--- src/tdda_pkg.sv ---
// ----------------------------------------------------------------------------
// Table-driven DFA acceptor: shared definitions
// Command and status codes, field widths, item and result records.
// ----------------------------------------------------------------------------
package tdda_pkg;

    localparam int DEF_MAX_STATES  = 128;
    localparam int DEF_MAX_SYMBOLS = 16;

    localparam int CMD_W   = 3;
    localparam int CODE_W  = 8;
    localparam int STATE_W = 7;
    localparam int SIDX_W  = 4;
    localparam int STAT_W  = 2;
    localparam int CNT_W   = 5;

    localparam int IN_TDATA_W  = 32;
    localparam int OUT_TDATA_W = 24;

    localparam int OUT_FIFO_DEPTH = 4;

    localparam logic [CNT_W-1:0] SYMCNT_RESET = 5'd1;

    localparam logic [CMD_W-1:0] CMD_LOAD_ALPHA = 3'd0;
    localparam logic [CMD_W-1:0] CMD_LOAD_TRANS = 3'd1;
    localparam logic [CMD_W-1:0] CMD_SET_FINAL  = 3'd2;
    localparam logic [CMD_W-1:0] CMD_SYMBOL     = 3'd3;
    localparam logic [CMD_W-1:0] CMD_END_WORD   = 3'd4;

    localparam logic [STAT_W-1:0] STAT_MOVED     = 2'd0;
    localparam logic [STAT_W-1:0] STAT_NOT_FOUND = 2'd1;
    localparam logic [STAT_W-1:0] STAT_NO_TRANS  = 2'd2;
    localparam logic [STAT_W-1:0] STAT_IGNORED   = 2'd3;

    localparam logic KIND_TRACE   = 1'b0;
    localparam logic KIND_VERDICT = 1'b1;

    typedef struct packed {
        logic [CMD_W-1:0]   command;
        logic [CODE_W-1:0]  symbol_code;
        logic [STATE_W-1:0] state_index;
        logic [SIDX_W-1:0]  symbol_index;
        logic [STATE_W-1:0] next_state;
        logic               flag_value;
    } t_item;

    typedef struct packed {
        logic               result_kind;
        logic [STATE_W-1:0] from_state;
        logic [SIDX_W-1:0]  matched_symbol;
        logic [STATE_W-1:0] to_state;
        logic [STAT_W-1:0]  step_status;
        logic               accepted;
        logic               empty_word;
    } t_result;

    typedef struct packed {
        logic       clr_busy;
        logic [1:0] inflight;
    } t_step_status;

endpackage

--- src/tdda_obuf.sv ---
// ----------------------------------------------------------------------------
// Result buffer
// Small queue of finished results in front of the output stream.
// ----------------------------------------------------------------------------
module tdda_obuf (
    input  logic              i_clk,
    input  logic              i_rst_n,
    input  logic              i_push,
    input  tdda_pkg::t_result i_data,
    input  logic              i_pop,
    output logic              o_vld,
    output tdda_pkg::t_result o_data,
    output logic [$clog2(tdda_pkg::OUT_FIFO_DEPTH+1)-1:0] o_count
);
    import tdda_pkg::*;

    localparam int PW = $clog2(OUT_FIFO_DEPTH);
    localparam int CW = $clog2(OUT_FIFO_DEPTH + 1);

    t_result       r_mem [OUT_FIFO_DEPTH];
    logic [PW-1:0] r_wr_ptr, r_rd_ptr;
    logic [CW-1:0] r_count;

    always_ff @(posedge i_clk) begin
        if (i_push) begin
            r_mem[r_wr_ptr] <= i_data;
        end
    end

    always_ff @(posedge i_clk) begin
        if (!i_rst_n) begin
            r_wr_ptr <= '0;
            r_rd_ptr <= '0;
            r_count  <= '0;
        end else begin
            if (i_push) begin
                r_wr_ptr <= r_wr_ptr + 1'b1;
            end
            if (i_pop) begin
                r_rd_ptr <= r_rd_ptr + 1'b1;
            end
            if (i_push && !i_pop) begin
                r_count <= r_count + 1'b1;
            end else if (!i_push && i_pop) begin
                r_count <= r_count - 1'b1;
            end
        end
    end

    assign o_vld   = (r_count != '0);
    assign o_data  = r_mem[r_rd_ptr];
    assign o_count = r_count;

    a_no_overflow: assert property (@(posedge i_clk) disable iff (!i_rst_n)
        (i_push && !i_pop) |-> (r_count < CW'(OUT_FIFO_DEPTH)))
        else $error("result pushed into a full buffer");

endmodule

--- config.mk ---
export PLATFORM = sky130hd
export DESIGN_NAME = tdda_obuf
export DESIGN_NICKNAME = d
export VERILOG_FILES = /design/src/tdda_pkg.sv /design/src/tdda_obuf.sv
export SDC_FILE = /design/constraint.sdc
export NUM_CORES = 1
export LEC_CHECK = 0
export ABC_CLOCK_PERIOD_IN_PS = 1400
export BUFFER_PORTS_ARGS = -buffer_cell sky130_fd_sc_hd__clkbuf_2
export CAP_MARGIN = 20
export CORE_MARGIN = 1.5
export CORE_UTILIZATION = 51
export DETAILED_ROUTE_END_ITERATION = 7
export PLACE_DENSITY = 0.82
export SYNTH_ARGS = -nofsm -noshare
export SYNTH_HDL_FRONTEND = slang
export SYNTH_SLANG_ARGS = --single-unit
--- constraint.sdc ---
create_clock -name i_clk -period 1.4 [get_ports i_clk]
set_clock_uncertainty 0.05 [all_clocks]
set_input_delay 0 -clock i_clk [delete_from_list [all_inputs] [get_ports i_clk]]
set_output_delay 0 -clock i_clk [all_outputs]
set_load 0.1 [all_outputs]
==> impl_metrics.ini <==
[placement]
dp_hpwl_mm = 4.29
place_area_sq_um = 4640
io_buffers = 53
place_congestion = 0.744
placed_cells = 324

[worst_setup_path]
r2r_cells = 4
r2r_end = o_count[2]
crit_end = o_data[21]
required_ns = 1.35
crit_type = reg -> out
cp-start-kind = flop
crit_path_end_kind = output port
reg2reg_slack_ns = -0.04
path_max_fanout = 8
r2r-start = o_count[1]
worst_ep_arrival_time_ns = 1.67

[layout]
area_growth_pct = 35.8
final_common_cell = edfxtp_1
final_util = 0.714
fin_area_sq_um = 5150
nFillCells = 432
nets = 298
antenna_cells = 0
final_cell_count_no_fill = 367
final_cell_mix = edfxtp_1, clkbuf_2, buf_12
drive_gt1_frac = 0.455

[yosys]
syn_area_sq_um = 3790
synth-seq-area-share = 0.776
syn_nets = 195
synthCells = 162
synth_cell_types = 19
ys_ff_latch = 101
syn_area_per_cell_sq_um = 23.4
yosysWarnings = 0

[grt]
grt_usage = 0.189
grt_max_degree = 24
grt_pass1_vias = 1930
grt_overflow = 0
grt_pass1_wl_mm = 10.3
antenna_found_initial = 0

[cts]
clkLatencyLatePin_ns = 0.34
cts_tree = yes
clock-root-buffer = clkbuf_8
clkSlewWorstSetupHoldPaths_ns = 0.08
cts_made_buffers = 9
htreeDepth = 3
clock_sinks = 101
clk_path_buf_depth = 2

[floorplan]
die_height_um = 89.2
io_pins = 54
die-area_sq_um = 7960
coreArea_sq_um = 7210
initial_core_util = 0.526
row_count = 31
fp.dieW_um = 89.2

[route]
vias = 1878
drtAntennaViolNets = 0
drt_iter0_markers = 166
dr.pass1.iters = 4
drc_errors = 0
viasPerCell = 5.12
routed_wl_mm = 6.98
avgRoutedWirePerCell_um = 19.0

[outcome]
status = complete, but fails checks
violations = negative setup slack

[sta]
setup_viol = 25
drv_slew = 0
rsz0062_at_grt = yes
max_slew_margin = 0.636
final.min_clock_period_ns = 1.72
fmax_mhz = 583
post-route-period-util = 1.23
setup_ws_ns = -0.316
final_hold_viol_count = 0
worstMarginPinSlew_ns = 0.548
setup_tns_ns = -6.81
holdWs_ns = 0.0583

[pwr]
power_density_nw_per_um2 = 1430
p_leak_nw = 1.85
irDropWorstVdd_mv = 1.18

[run]
drv_cap = 0

[worst_hold_path]
min_path_type = in -> reg
==> kinds of logic (layout without fill, tap and decap cells) <==
logic type,count (synthesis),count (layout),synth area share
compound gates,2,2,0.00330
xor+xnor,5,5,0.0115
fa+ha+maj,6,6,0.0218
buf+inv,9,112,0.0201
flops,101,101,0.776
mux,25,25,0.145
simple gates,14,17,0.0224
==> Yosys cell counts <==
cell type  instances  area [sq um]
mux4_2            20           450
ha_1               5          62.6
mux4_1             3          78.8
mux2i_1            2          20.0
buf_12             2          40.0
dfxtp_1            9           180
xor2_1             3          26.3
o21ai_0            1          5.00
a21boi_0           1          7.51
nor2b_1            2          12.5
fa_1               1          20.0
inv_1              4          15.0
buf_2              2          10.0
xnor2_1            2          17.5
nand2_1            1          3.75
and2_1             9          56.3
edfxtp_1          92          2760
or3_1              2          12.5
buf_6              1          11.3
==> critical path, cell delays in order, from the launching register on <==
cell and delay (ns):
dfxtp_4 0.41, clkbuf_16 0.18, mux4_2 0.54, buf_12 0.19
==> state kept, by name, summed over array words and instances (netlist names), named ones only <==
name      count
r_wr_ptr      2
r_mem        92
o_count       3
r_rd_ptr      2
==> routing by layer <==
| metal | vias to the layer above | share of wire | track usage |
|---|---|---|---|
| met4 | 0 | 0.0085 | 0.0685 |
| met3 | 6 | 0.037 | 0.0499 |
| met2 | 54 | 0.54 | 0.316 |
| li1 | 862 | - | - |
| met5 | - | 0 | 0 |
| met1 | 956 | 0.42 | 0.240 |
==> power by group <==
group,leakage [nW],switching (W),total [W],internal [W]
combinational,0.829,0.00134,0.00217,0.000828
sequential,0.922,0.0000648,0.00352,0.00346
clock,0.0947,0.000888,0.00169,0.000800
total,1.85,0.00230,0.00738,0.00509
==> per-stage QoR <==
stage / total power (W) / setup slack [ns]
5_1_grt: 0.00763 / -0.369
6_report: 0.00738 / -0.316
3_5_place_dp: 0.00563 / -0.193
2_1_floorplan: 0.00491 / -0.152
3_3_place_gp: 0.00560 / -0.0905
4_1_cts: 0.00737 / -0.350
==> worst min path at each step <==
stage | start | end | slack, ns | cells past startpoint
2_1_floorplan | i_data[0] | r_mem[0][0] | 0.05 | 0
3_3_place_gp | i_data[10] | r_mem[3][10] | 0.17 | 1
3_5_place_dp | i_data[8] | r_mem[0][8] | 0.17 | 1
4_1_cts | i_pop | flop | 0.04 | 4
5_1_grt | i_pop | r_rd_ptr[0] | 0.07 | 4
6_report | i_pop | r_rd_ptr[0] | 0.06 | 4
==> layout make-up <==
type                       instances  area (sq um)  share of cell area
clock buffer                       9           124              0.0241
clock inverter                     5          53.8              0.0104
inverter                           4          15.0             0.00292
multi-input combinational         55           813               0.158
sequential                       101          2960               0.574
tap                               99           124              0.0241
timing repair buffer              94          1060               0.206
==> repair_timing <==
item	4_1_cts	5_1_grt
resized for setup	10	6
setup endpoints to repair	114	86
hold endpoints to repair	101	0
hold buffers	24	0
pin swaps	4	2
cloned	1	3
setup buffers	0	1
No activity file was read; power rests on OpenSTA's default activity.
